File: src/rtl/lfu_pkg.sv
// ----------------------------------------------------------------------------
// lfu_pkg
// Shared widths, types and operation codes of the lfu cache policy block.
// ----------------------------------------------------------------------------
package lfu_pkg;

   localparam int KEY_W   = 32;
   localparam int DATA_W  = 32;
   localparam int OCC_W   = 5;

   typedef logic [KEY_W-1:0]  key_type;
   typedef logic [DATA_W-1:0] data_type;
   typedef logic [OCC_W-1:0]  occ_out_type;

   localparam logic OP_GET = 1'b0;
   localparam logic OP_PUT = 1'b1;

endpackage

File: src/rtl/lfu_if.sv
// ----------------------------------------------------------------------------
// lfu_if
// Request and response channels of the lfu cache policy block.
// ----------------------------------------------------------------------------
interface lfu_req_if import lfu_pkg::*; ();
   logic     valid;
   logic     ready;
   logic     op;
   key_type  key;
   data_type data_in;

   modport source (output valid, output op, output key, output data_in, input ready);
   modport sink   (input valid, input op, input key, input data_in, output ready);
endinterface

interface lfu_rsp_if import lfu_pkg::*; ();
   logic        valid;
   logic        ready;
   logic        hit;
   data_type    data_out;
   logic        evicted;
   key_type     evicted_key;
   occ_out_type occupancy;

   modport source (output valid, output hit, output data_out, output evicted,
                   output evicted_key, output occupancy, input ready);
   modport sink   (input valid, input hit, input data_out, input evicted,
                   input evicted_key, input occupancy, output ready);
endinterface

File: src/rtl/lfu_lookup.sv
// ----------------------------------------------------------------------------
// lfu_lookup
// Parallel key match over all entries and lowest free entry search.
// ----------------------------------------------------------------------------
module lfu_lookup import lfu_pkg::*; #(
   parameter int CAPACITY = 16
) (
   input  logic [CAPACITY-1:0]         entry_valid,
   input  key_type                     entry_key [CAPACITY],
   input  key_type                     key,
   output logic                        hit,
   output logic [CAPACITY-1:0]         hit_onehot,
   output logic [$clog2(CAPACITY)-1:0] hit_idx,
   output logic [CAPACITY-1:0]         free_onehot,
   output logic [$clog2(CAPACITY)-1:0] free_idx
);

   localparam int IW = $clog2(CAPACITY);

   logic [CAPACITY-1:0] match;
   logic [CAPACITY-1:0] free_vec;

   function automatic logic [IW-1:0] encode(input logic [CAPACITY-1:0] oh);
      logic [IW-1:0] idx;
      idx = '0;
      for (int i = 0; i < CAPACITY; i++) begin
         if (oh[i]) begin
            idx = idx | IW'(i);
         end
      end
      return idx;
   endfunction

   always_comb begin
      for (int i = 0; i < CAPACITY; i++) begin
         match[i] = entry_valid[i] && (entry_key[i] == key);
      end
   end

   // keys are unique, so at most one bit of match is set
   assign hit         = |match;
   assign hit_onehot  = match;
   assign hit_idx     = encode(match);

   // isolate the lowest clear valid bit
   assign free_vec    = ~entry_valid;
   assign free_onehot = free_vec & (~free_vec + CAPACITY'(1));
   assign free_idx    = encode(free_onehot);

endmodule

File: src/rtl/lfu_victim_tree.sv
// ----------------------------------------------------------------------------
// lfu_victim_tree
// Minimum tree over use count then recency rank, picks the eviction victim.
// ----------------------------------------------------------------------------
module lfu_victim_tree import lfu_pkg::*; #(
   parameter int CAPACITY    = 16,
   parameter int COUNT_WIDTH = 16
) (
   input  logic [CAPACITY-1:0]         entry_valid,
   input  logic [COUNT_WIDTH-1:0]      use_count [CAPACITY],
   input  logic [$clog2(CAPACITY)-1:0] rank      [CAPACITY],
   input  key_type                     entry_key [CAPACITY],
   output logic [$clog2(CAPACITY)-1:0] victim_idx,
   output logic [$clog2(CAPACITY)-1:0] victim_rank,
   output key_type                     victim_key
);

   localparam int IW     = $clog2(CAPACITY);
   localparam int LEAVES = 1 << IW;
   localparam int NODES  = 2 * LEAVES - 1;
   localparam int CMPW   = COUNT_WIDTH + IW;

   logic            node_v   [NODES];
   logic [CMPW-1:0] node_c   [NODES];
   logic [IW-1:0]   node_i   [NODES];
   key_type         node_key [NODES];

   genvar g;
   generate
      for (g = 0; g < LEAVES; g++) begin : g_leaf
         if (g < CAPACITY) begin : g_used
            assign node_v[LEAVES-1+g]   = entry_valid[g];
            assign node_c[LEAVES-1+g]   = {use_count[g], rank[g]};
            assign node_i[LEAVES-1+g]   = IW'(g);
            assign node_key[LEAVES-1+g] = entry_key[g];
         end else begin : g_pad
            assign node_v[LEAVES-1+g]   = 1'b0;
            assign node_c[LEAVES-1+g]   = '0;
            assign node_i[LEAVES-1+g]   = '0;
            assign node_key[LEAVES-1+g] = '0;
         end
      end
      for (g = 0; g < LEAVES - 1; g++) begin : g_node
         logic take_left;
         // ranks are unique among valid entries, so ties cannot occur
         assign take_left = node_v[2*g+1] &&
                            (!node_v[2*g+2] || (node_c[2*g+1] <= node_c[2*g+2]));
         assign node_v[g]   = node_v[2*g+1] || node_v[2*g+2];
         assign node_c[g]   = take_left ? node_c[2*g+1]   : node_c[2*g+2];
         assign node_i[g]   = take_left ? node_i[2*g+1]   : node_i[2*g+2];
         assign node_key[g] = take_left ? node_key[2*g+1] : node_key[2*g+2];
      end
   endgenerate

   assign victim_idx  = node_i[0];
   assign victim_rank = node_c[0][IW-1:0];
   assign victim_key  = node_key[0];

endmodule

File: src/rtl/lfu_cache_policy_core.sv
// ----------------------------------------------------------------------------
// lfu_cache_policy_core
// Fully associative key/value cache with lfu replacement, lru tie break.
// A request moves from the request register to the response register once
// that is free or being taken. Throughput: one request per cycle while the
// response is not stalled, set by the single-pass match, victim tree and
// entry update between the request and response registers.
// Reset: synchronous, empties the cache; no clearing pass is needed.
// ----------------------------------------------------------------------------
module lfu_cache_policy_core import lfu_pkg::*; #(
   parameter int CAPACITY    = 16,
   parameter int COUNT_WIDTH = 16
) (
   input  logic       clock,
   input  logic       reset,
   lfu_req_if.sink    req_ch,
   lfu_rsp_if.source  rsp_ch
);

   localparam int IW = $clog2(CAPACITY);
   localparam int OW = $clog2(CAPACITY + 1);
   localparam logic [COUNT_WIDTH-1:0] COUNT_MAX = {COUNT_WIDTH{1'b1}};

   // request register
   logic          s1_valid_ff, s1_valid_in;
   logic          s1_op_ff;
   key_type       s1_key_ff;
   data_type      s1_data_ff;

   // entry state
   logic [CAPACITY-1:0]    entry_valid_ff, entry_valid_in;
   key_type                entry_key_ff   [CAPACITY];
   key_type                entry_key_in   [CAPACITY];
   logic [COUNT_WIDTH-1:0] use_count_ff   [CAPACITY];
   logic [COUNT_WIDTH-1:0] use_count_in   [CAPACITY];
   logic [IW-1:0]          rank_ff        [CAPACITY];
   logic [IW-1:0]          rank_in        [CAPACITY];
   logic [OW-1:0]          occ_ff, occ_in;
   data_type               value_mem      [CAPACITY];
   data_type               value_rd_ff;

   // response register
   logic          rsp_valid_ff, rsp_valid_in;
   logic          rsp_hit_ff;
   logic          rsp_get_hit_ff;
   logic          rsp_evicted_ff;
   key_type       rsp_evicted_key_ff, rsp_evicted_key_in;
   occ_out_type   rsp_occ_ff;

   logic                advance;
   logic                hit;
   logic [CAPACITY-1:0] hit_onehot;
   logic [IW-1:0]       hit_idx;
   logic [CAPACITY-1:0] free_onehot;
   logic [IW-1:0]       free_idx;
   logic [IW-1:0]       victim_idx;
   logic [IW-1:0]       victim_rank;
   key_type             victim_key;

   logic                is_put;
   logic                full;
   logic                put_miss;
   logic                evict;
   logic                close_gap;
   logic [IW-1:0]       hit_rank;
   logic [IW-1:0]       gap_rank;
   logic [IW-1:0]       new_rank;
   logic [IW-1:0]       slot_idx;
   logic [CAPACITY-1:0] ins_onehot;

   lfu_lookup #(
      .CAPACITY (CAPACITY)
   ) u_lookup (
      .entry_valid (entry_valid_ff),
      .entry_key   (entry_key_ff),
      .key         (s1_key_ff),
      .hit         (hit),
      .hit_onehot  (hit_onehot),
      .hit_idx     (hit_idx),
      .free_onehot (free_onehot),
      .free_idx    (free_idx)
   );

   lfu_victim_tree #(
      .CAPACITY    (CAPACITY),
      .COUNT_WIDTH (COUNT_WIDTH)
   ) u_victim (
      .entry_valid (entry_valid_ff),
      .use_count   (use_count_ff),
      .rank        (rank_ff),
      .entry_key   (entry_key_ff),
      .victim_idx  (victim_idx),
      .victim_rank (victim_rank),
      .victim_key  (victim_key)
   );

   // handshake
   assign advance      = s1_valid_ff && (!rsp_valid_ff || rsp_ch.ready);
   assign req_ch.ready = !s1_valid_ff || advance;

   always_comb begin
      if (req_ch.ready) begin
         s1_valid_in = req_ch.valid;
      end else begin
         s1_valid_in = s1_valid_ff;
      end
   end

   // decision for the request held in the request register
   assign is_put    = (s1_op_ff == OP_PUT);
   assign full      = (occ_ff == OW'(CAPACITY));
   assign put_miss  = !hit && is_put;
   assign evict     = put_miss && full;
   assign close_gap = hit || evict;

   always_comb begin
      hit_rank = '0;
      for (int i = 0; i < CAPACITY; i++) begin
         if (hit_onehot[i]) begin
            hit_rank = hit_rank | rank_ff[i];
         end
      end
   end

   assign gap_rank   = hit ? hit_rank : victim_rank;
   assign new_rank   = close_gap ? IW'(occ_ff - OW'(1)) : IW'(occ_ff);
   assign ins_onehot = full ? (CAPACITY'(1) << victim_idx) : free_onehot;
   assign slot_idx   = hit ? hit_idx : (full ? victim_idx : free_idx);

   always_comb begin
      entry_valid_in = entry_valid_ff;
      for (int i = 0; i < CAPACITY; i++) begin
         entry_key_in[i] = entry_key_ff[i];
         use_count_in[i] = use_count_ff[i];
         rank_in[i]      = rank_ff[i];
         if (advance) begin
            if (put_miss && ins_onehot[i]) begin
               // the victim's slot is reused, so no gap closing for it
               entry_valid_in[i] = 1'b1;
               entry_key_in[i]   = s1_key_ff;
               use_count_in[i]   = COUNT_WIDTH'(1);
               rank_in[i]        = new_rank;
            end else if (hit && hit_onehot[i]) begin
               if (use_count_ff[i] != COUNT_MAX) begin
                  use_count_in[i] = use_count_ff[i] + COUNT_WIDTH'(1);
               end
               rank_in[i] = new_rank;
            end else if (close_gap && entry_valid_ff[i] && (rank_ff[i] > gap_rank)) begin
               rank_in[i] = rank_ff[i] - IW'(1);
            end
         end
      end
   end

   always_comb begin
      occ_in = occ_ff;
      if (advance && put_miss && !full) begin
         occ_in = occ_ff + OW'(1);
      end
   end

   // response
   always_comb begin
      if (advance) begin
         rsp_valid_in = 1'b1;
      end else if (rsp_ch.ready) begin
         rsp_valid_in = 1'b0;
      end else begin
         rsp_valid_in = rsp_valid_ff;
      end
   end

   assign rsp_evicted_key_in = evict ? victim_key : '0;

   always_ff @(posedge clock) begin
      if (reset) begin
         s1_valid_ff    <= 1'b0;
         entry_valid_ff <= '0;
         occ_ff         <= '0;
         rsp_valid_ff   <= 1'b0;
      end else begin
         s1_valid_ff    <= s1_valid_in;
         entry_valid_ff <= entry_valid_in;
         occ_ff         <= occ_in;
         rsp_valid_ff   <= rsp_valid_in;
      end
   end

   always_ff @(posedge clock) begin
      if (req_ch.ready && req_ch.valid) begin
         s1_op_ff   <= req_ch.op;
         s1_key_ff  <= req_ch.key;
         s1_data_ff <= req_ch.data_in;
      end
      for (int i = 0; i < CAPACITY; i++) begin
         entry_key_ff[i] <= entry_key_in[i];
         use_count_ff[i] <= use_count_in[i];
         rank_ff[i]      <= rank_in[i];
      end
      if (advance) begin
         rsp_hit_ff         <= hit;
         rsp_get_hit_ff     <= hit && !is_put;
         rsp_evicted_ff     <= evict;
         rsp_evicted_key_ff <= rsp_evicted_key_in;
         rsp_occ_ff         <= OCC_W'(occ_in);
      end
   end

   // value store: one write port, one registered read port
   always_ff @(posedge clock) begin
      if (advance && is_put) begin
         value_mem[slot_idx] <= s1_data_ff;
      end
      if (advance) begin
         value_rd_ff <= value_mem[hit_idx];
      end
   end

   assign rsp_ch.valid       = rsp_valid_ff;
   assign rsp_ch.hit         = rsp_hit_ff;
   assign rsp_ch.data_out    = rsp_get_hit_ff ? value_rd_ff : '0;
   assign rsp_ch.evicted     = rsp_evicted_ff;
   assign rsp_ch.evicted_key = rsp_evicted_key_ff;
   assign rsp_ch.occupancy   = rsp_occ_ff;

`ifndef SYNTHESIS
   a_occ_matches_valid: assert property (@(posedge clock) disable iff (reset)
      $countones(entry_valid_ff) == 32'(occ_ff))
      else $error("occupancy count disagrees with valid bits");

   a_single_match: assert property (@(posedge clock) disable iff (reset)
      s1_valid_ff |-> $onehot0(hit_onehot))
      else $error("key present in more than one entry");

   a_evict_only_when_full: assert property (@(posedge clock) disable iff (reset)
      (advance && evict) |=> (occ_ff == OW'(CAPACITY)) && rsp_evicted_ff && !rsp_hit_ff)
      else $error("eviction without a full cache or on a hit");

   a_insert_grows: assert property (@(posedge clock) disable iff (reset)
      (advance && put_miss && !full) |=> (occ_ff == $past(occ_ff) + OW'(1)))
      else $error("insert did not raise occupancy");
`endif

endmodule
File: src/flat_wrapper.sv
// flat-port wrapper written by rule: the top's interface ports become plain ports
module lfu_cache_policy_core_flat import lfu_pkg::*;
#(
   parameter int CAPACITY    = 16,
   parameter int COUNT_WIDTH = 16
)
  (clock, reset, req_ch_valid, req_ch_op, req_ch_key, req_ch_data_in, req_ch_ready, rsp_ch_valid, rsp_ch_hit, rsp_ch_data_out, rsp_ch_evicted, rsp_ch_evicted_key, rsp_ch_occupancy, rsp_ch_ready);
  lfu_req_if req_ch_i ();
  lfu_rsp_if rsp_ch_i ();
  input  logic clock;
  input  logic reset;
  input wire logic [$bits(req_ch_i.valid)-1:0] req_ch_valid;
  input wire logic [$bits(req_ch_i.op)-1:0] req_ch_op;
  input wire logic [$bits(req_ch_i.key)-1:0] req_ch_key;
  input wire logic [$bits(req_ch_i.data_in)-1:0] req_ch_data_in;
  output wire logic [$bits(req_ch_i.ready)-1:0] req_ch_ready;
  output wire logic [$bits(rsp_ch_i.valid)-1:0] rsp_ch_valid;
  output wire logic [$bits(rsp_ch_i.hit)-1:0] rsp_ch_hit;
  output wire logic [$bits(rsp_ch_i.data_out)-1:0] rsp_ch_data_out;
  output wire logic [$bits(rsp_ch_i.evicted)-1:0] rsp_ch_evicted;
  output wire logic [$bits(rsp_ch_i.evicted_key)-1:0] rsp_ch_evicted_key;
  output wire logic [$bits(rsp_ch_i.occupancy)-1:0] rsp_ch_occupancy;
  input wire logic [$bits(rsp_ch_i.ready)-1:0] rsp_ch_ready;
  assign req_ch_i.valid = req_ch_valid;
  assign req_ch_i.op = req_ch_op;
  assign req_ch_i.key = req_ch_key;
  assign req_ch_i.data_in = req_ch_data_in;
  assign req_ch_ready = req_ch_i.ready;
  assign rsp_ch_valid = rsp_ch_i.valid;
  assign rsp_ch_hit = rsp_ch_i.hit;
  assign rsp_ch_data_out = rsp_ch_i.data_out;
  assign rsp_ch_evicted = rsp_ch_i.evicted;
  assign rsp_ch_evicted_key = rsp_ch_i.evicted_key;
  assign rsp_ch_occupancy = rsp_ch_i.occupancy;
  assign rsp_ch_i.ready = rsp_ch_ready;
  lfu_cache_policy_core #(.CAPACITY(CAPACITY), .COUNT_WIDTH(COUNT_WIDTH)) u_core (.clock(clock), .reset(reset), .req_ch(req_ch_i), .rsp_ch(rsp_ch_i));
endmodule
File: config.mk
export PLATFORM = sky130hd
export DESIGN_NAME = lfu_cache_policy_core_flat
export DESIGN_NICKNAME = d
export VERILOG_FILES = /design/src/rtl/lfu_pkg.sv /design/src/rtl/lfu_if.sv /design/src/rtl/lfu_lookup.sv /design/src/rtl/lfu_victim_tree.sv /design/src/rtl/lfu_cache_policy_core.sv /design/src/flat_wrapper.sv
export SDC_FILE = /design/constraint.sdc
export NUM_CORES = 2
export LEC_CHECK = 0
export ABC_AREA = 1
export BUFFER_PORTS_ARGS = -buffer_cell sky130_fd_sc_hd__buf_2
export CORE_MARGIN = 1.5
export CORE_UTILIZATION = 46
export CTS_BUF_LIST = sky130_fd_sc_hd__clkbuf_8 sky130_fd_sc_hd__clkbuf_16
export DETAILED_ROUTE_END_ITERATION = 10
export PLACE_DENSITY_LB_ADDON = 0.12
export REMOVE_ABC_BUFFERS = 1
export SLEW_MARGIN = 20
export SYNTH_ARGS = -nofsm -noshare
export SYNTH_HDL_FRONTEND = slang
export SYNTH_SLANG_ARGS = --single-unit
File: constraint.sdc
create_clock -name clock -period 23.6 [get_ports clock]
set_clock_uncertainty 0.05 [all_clocks]
set_input_delay 1.18 -clock clock [delete_from_list [all_inputs] [get_ports clock]]
set_output_delay 1.18 -clock clock [all_outputs]
set_load 0.005 [all_outputs]
==> impl_metrics.py <==
metrics = {
    "status": {
        "status": "finished, final reports clean",
    },
    "power_and_ir_drop": {
        "pwr_density_cell_nw_per_um2": 64.0,
        "p_leak_nw": 36.1,
        "power_mw": 5.85,
        "peakVddDrop_uv": 73.3,
    },
    "global_routing": {
        "grt_max_degree": 103,
        "grt_pass1_wl_um": 431000,
        "grt.total_usage_pct": 32.4,
        "grt-ovfl-total": 0,
        "antenna_found_initial": 18,
        "grt_pass1_vias": 63008,
    },
    "run": {
        "cap_violations": 0,
    },
    "clock_tree": {
        "cts_sinks": 1504,
        "cts_inserted_buffers": 169,
        "clock_path_buffers": 3,
        "cts-resized-gates": 0,
        "h-tree-depth": 4,
        "holdBufCountCts": 0,
        "path_clk_slew_ns": 0.06,
        "post_cts_buffers": 0,
        "clk_latency_ns": 0.88,
        "cts_tree": "built",
        "cts-root-buf": "clkbuf_16",
    },
    "critical_path": {
        "worstSetupPathType": "reg -> reg",
        "critPathBufInv": 10,
        "rr_startpoint": "u_core.use_count_ff[87]",
        "end_kind": "register",
        "ff2ff_path_depth": 53,
        "rr_endpoint": "u_core.value_mem[12][26]",
        "cpLargestDelayFamily": "simple AND/OR/NAND/NOR gates",
        "cp_data_arrival_time_ns": 14.95,
        "cp-start-kind": "register",
        "cp_max_fo": 77,
        "r2r_slack_ns": 9.09,
        "crit_path_max_incr_delay_ns": 0.70,
        "worstPathRequired_ns": 24.04,
        "crit_top_cell": "nand2_1",
        "crit_path_top_delay_cell": "o21ai_0",
    },
    "floorplan": {
        "io_pins": 142,
        "fp.dieH_um": 427,
        "start_util_pct": 46.3,
        "rows": 155,
        "dieArea_um2": 182000,
        "core_um2": 179000,
        "die_w_um": 427,
    },
    "place": {
        "dpl.hpwl_um": 205000,
        "port_buffers": 141,
        "gp_congestion": 1.01,
    },
    "detailed_routing": {
        "drt_iter0_markers": 8470,
        "firstDrtPassIters": 7,
        "viasPerCell": 5.99,
        "routed_wirelength_um": 301000,
        "ant_nets": 0,
        "dr_total_vias": 67215,
        "wire_per_inst_um": 26.8,
        "drc": 0,
    },
    "hold_path": {
        "min_to": "u_core.s1_key_ff[20]",
        "worstHoldPathCells": 1,
        "min_path_type": "in -> reg",
        "hold_path_startpoint": "req_ch_key[20]",
    },
    "yosys": {
        "ys_types": 79,
        "synthSimpleGateAreaFrac_pct": 18.3,
        "synthFlopType": "edfxtp_1",
        "syn_inst": 8642,
        "synth.largest_area_cell": "edfxtp_1",
        "synthTopCellsByArea": "edfxtp_1, nand2_1, ha_1, inv_1, a21oi_1",
        "synth_top_area_share_pct": 53.8,
        "synth.mux.area_fraction_pct": 0.154,
        "synth-async-reset-ratio_pct": 0,
        "ys_warn_count": 0,
        "synthAdderAreaFrac_pct": 5.96,
        "synth_top_family_by_area": "simple AND/OR/NAND/NOR gates",
        "synth-xor-area-share_pct": 2.81,
        "synth_area_um2": 82700,
        "ys_seq_area_share_pct": 54.3,
        "synth_area_per_cell_um2": 9.57,
        "synth_edf_count": 1481,
        "synth_compound_area_share_pct": 12.4,
        "ys_seq_elements": 1504,
    },
    "timing": {
        "min_period_ns": 14.51,
        "finalHoldViolations": 0,
        "drv_slew": 0,
        "tightest_slew_ns": 1.24,
        "finalSetupTns_ns": 0,
        "slew_headroom_pct": 16.9,
        "post-route-period-util_pct": 61.5,
        "rsz0062_at_grt": "no",
        "setup-violations-final": 0,
        "max_freq_mhz": 68.9,
    },
    "final_layout": {
        "fillers": 16385,
        "nets": 9187,
        "area_growth_pct": 10.4,
        "drive_gt1_share_pct": 8.38,
        "area.sequential_um2": 44900,
        "multi_input_area_um2": 33000,
    },
}
layout make-up:
| type | count | share of cell area (%) |
|---|---|---|
| Sequential cell | 1504 | 49.2 |
| Multi-Input combinational cell | 5910 | 36.1 |
| Clock buffer | 172 | 4.69 |
| Inverter | 849 | 3.51 |
| Tap cell | 2355 | 3.23 |
| Timing Repair Buffer | 290 | 2.00 |
| Clock inverter | 139 | 1.26 |
| Antenna cell | 3 | 0.00822 |
state kept, by name (all words and copies together) (netlist names):
signal	cells
u_core.entry_valid_ff	16
u_core.rsp_ch.evicted	1
u_core.value_mem	512
u_core.rsp_ch.occupancy	5
u_core.is_put	1
u_core.s1_valid_ff	1
u_core.s1_key_ff	32
u_core.value_rd_ff	32
u_core.rsp_get_hit_ff	1
u_core.occ_ff	5
u_core.rsp_ch.valid	1
u_core.entry_key_ff	512
u_core.rsp_ch.evicted_key	32
u_core.rank_ff	64
u_core.s1_data_ff	32
u_core.use_count_ff	256
u_core.rsp_ch.hit	1
power breakdown:
part	leakage, nW	internal (mW)	switching (mW)
Sequential	13.6	2.95	0.0239
Clock	2.79	1.46	1.16
Combinational	19.7	0.0602	0.193
Total	36.1	4.47	1.38
synth_stat cells, drive strengths merged, types with 4 or more instances:
library cell     n
a22o             4
a21oi          531
nand4           96
clkinv           5
o2111ai         50
a311oi          25
edfxtp        1481
a221oi          36
clkbuf         210
and3             7
nand2         2124
xor2           177
dfxtp           23
buf            169
a21boi           5
nor3b           38
a211o           31
xnor2           87
a21o            10
o21bai           8
nand3          290
inv            844
nor3           206
nor4b            5
o22ai          159
o21ai          510
nor4            89
mux2             6
o311ai          31
o221ai           5
a2111oi         14
or2             30
o31ai           34
o211ai          65
ha             394
mux2i            6
or4              9
nor2           634
a31oi           52
nand3b           7
a211oi         120
metrics by stage:
step	hold WS [ns]	cells	setup WS (ns)	util (%)	instance area (um2)
after floorplan	0.437	8263	9.94	-	80900
after global routing	0.412	11219	7.83	51.1	91300
final	0.438	11222	9.09	51.1	91300
after global placement	0.447	10908	9.32	48.1	85900
after detailed placement	0.462	10908	9.31	48.1	85900
after CTS	0.375	11219	9.30	51.1	91300
cells in the final DEF (no fill, tap or decap), types with 23 or more instances in the layout:
cell type,synthesis,final
nand2_1,2065,2063
edfxtp_1,1481,1481
inv_1,803,835
nor2_1,628,612
a21oi_1,523,522
o21ai_0,484,484
ha_1,394,394
nand3_1,286,286
nor3_1,203,202
xor2_1,175,175
clkbuf_16,0,170
o22ai_1,159,159
buf_4,39,149
buf_2,82,141
a211oi_1,118,118
xnor2_1,87,87
nand4_1,84,84
nor4_1,80,80
o211ai_1,65,65
a31oi_1,52,52
o2111ai_1,50,50
nand2_2,48,46
inv_2,40,41
nor3b_1,38,38
clkinv_2,1,37
clkinv_1,4,34
a221oi_1,34,34
o31ai_1,34,34
a211o_1,31,31
o21ai_1,26,26
a311oi_1,25,25
dfxtp_1,23,23
per-layer routing:
metal,global-route usage [%],part of all wire [%],vias up
met5,0,0.024,-
met4,16.4,5.6,12
met3,6.76,9.4,700
met2,49.9,44,3561
met1,43.4,41,32393
li1,-,-,30549
cell families (layout without fill, tap and decap cells):
family	Yosys count	in the layout
muxes	12	12
and+or+nand+nor	3538	3538
adders and majority gates	394	394
buffers and inverters	1228	1450
DFF	1504	1504
xor gates and xnor gates	264	264
AOI/OAI and AO/OA	1702	1702
other	0	3
worst max-delay path by stage:
stage                             startpoint  cells past startpoint                        to
floorplan            u_core.use_count_ff[87]                     45   u_core.value_mem[11][0]
global placement     u_core.use_count_ff[87]                     53   u_core.value_mem[12][5]
detailed placement  u_core.use_count_ff[205]                     48  u_core.value_mem[12][11]
CTS                 u_core.use_count_ff[205]                     48  u_core.value_mem[12][26]
global route         u_core.use_count_ff[87]                     53  u_core.value_mem[12][26]
finish               u_core.use_count_ff[87]                     53  u_core.value_mem[12][26]
No activity file was read; power rests on OpenSTA's default activity.
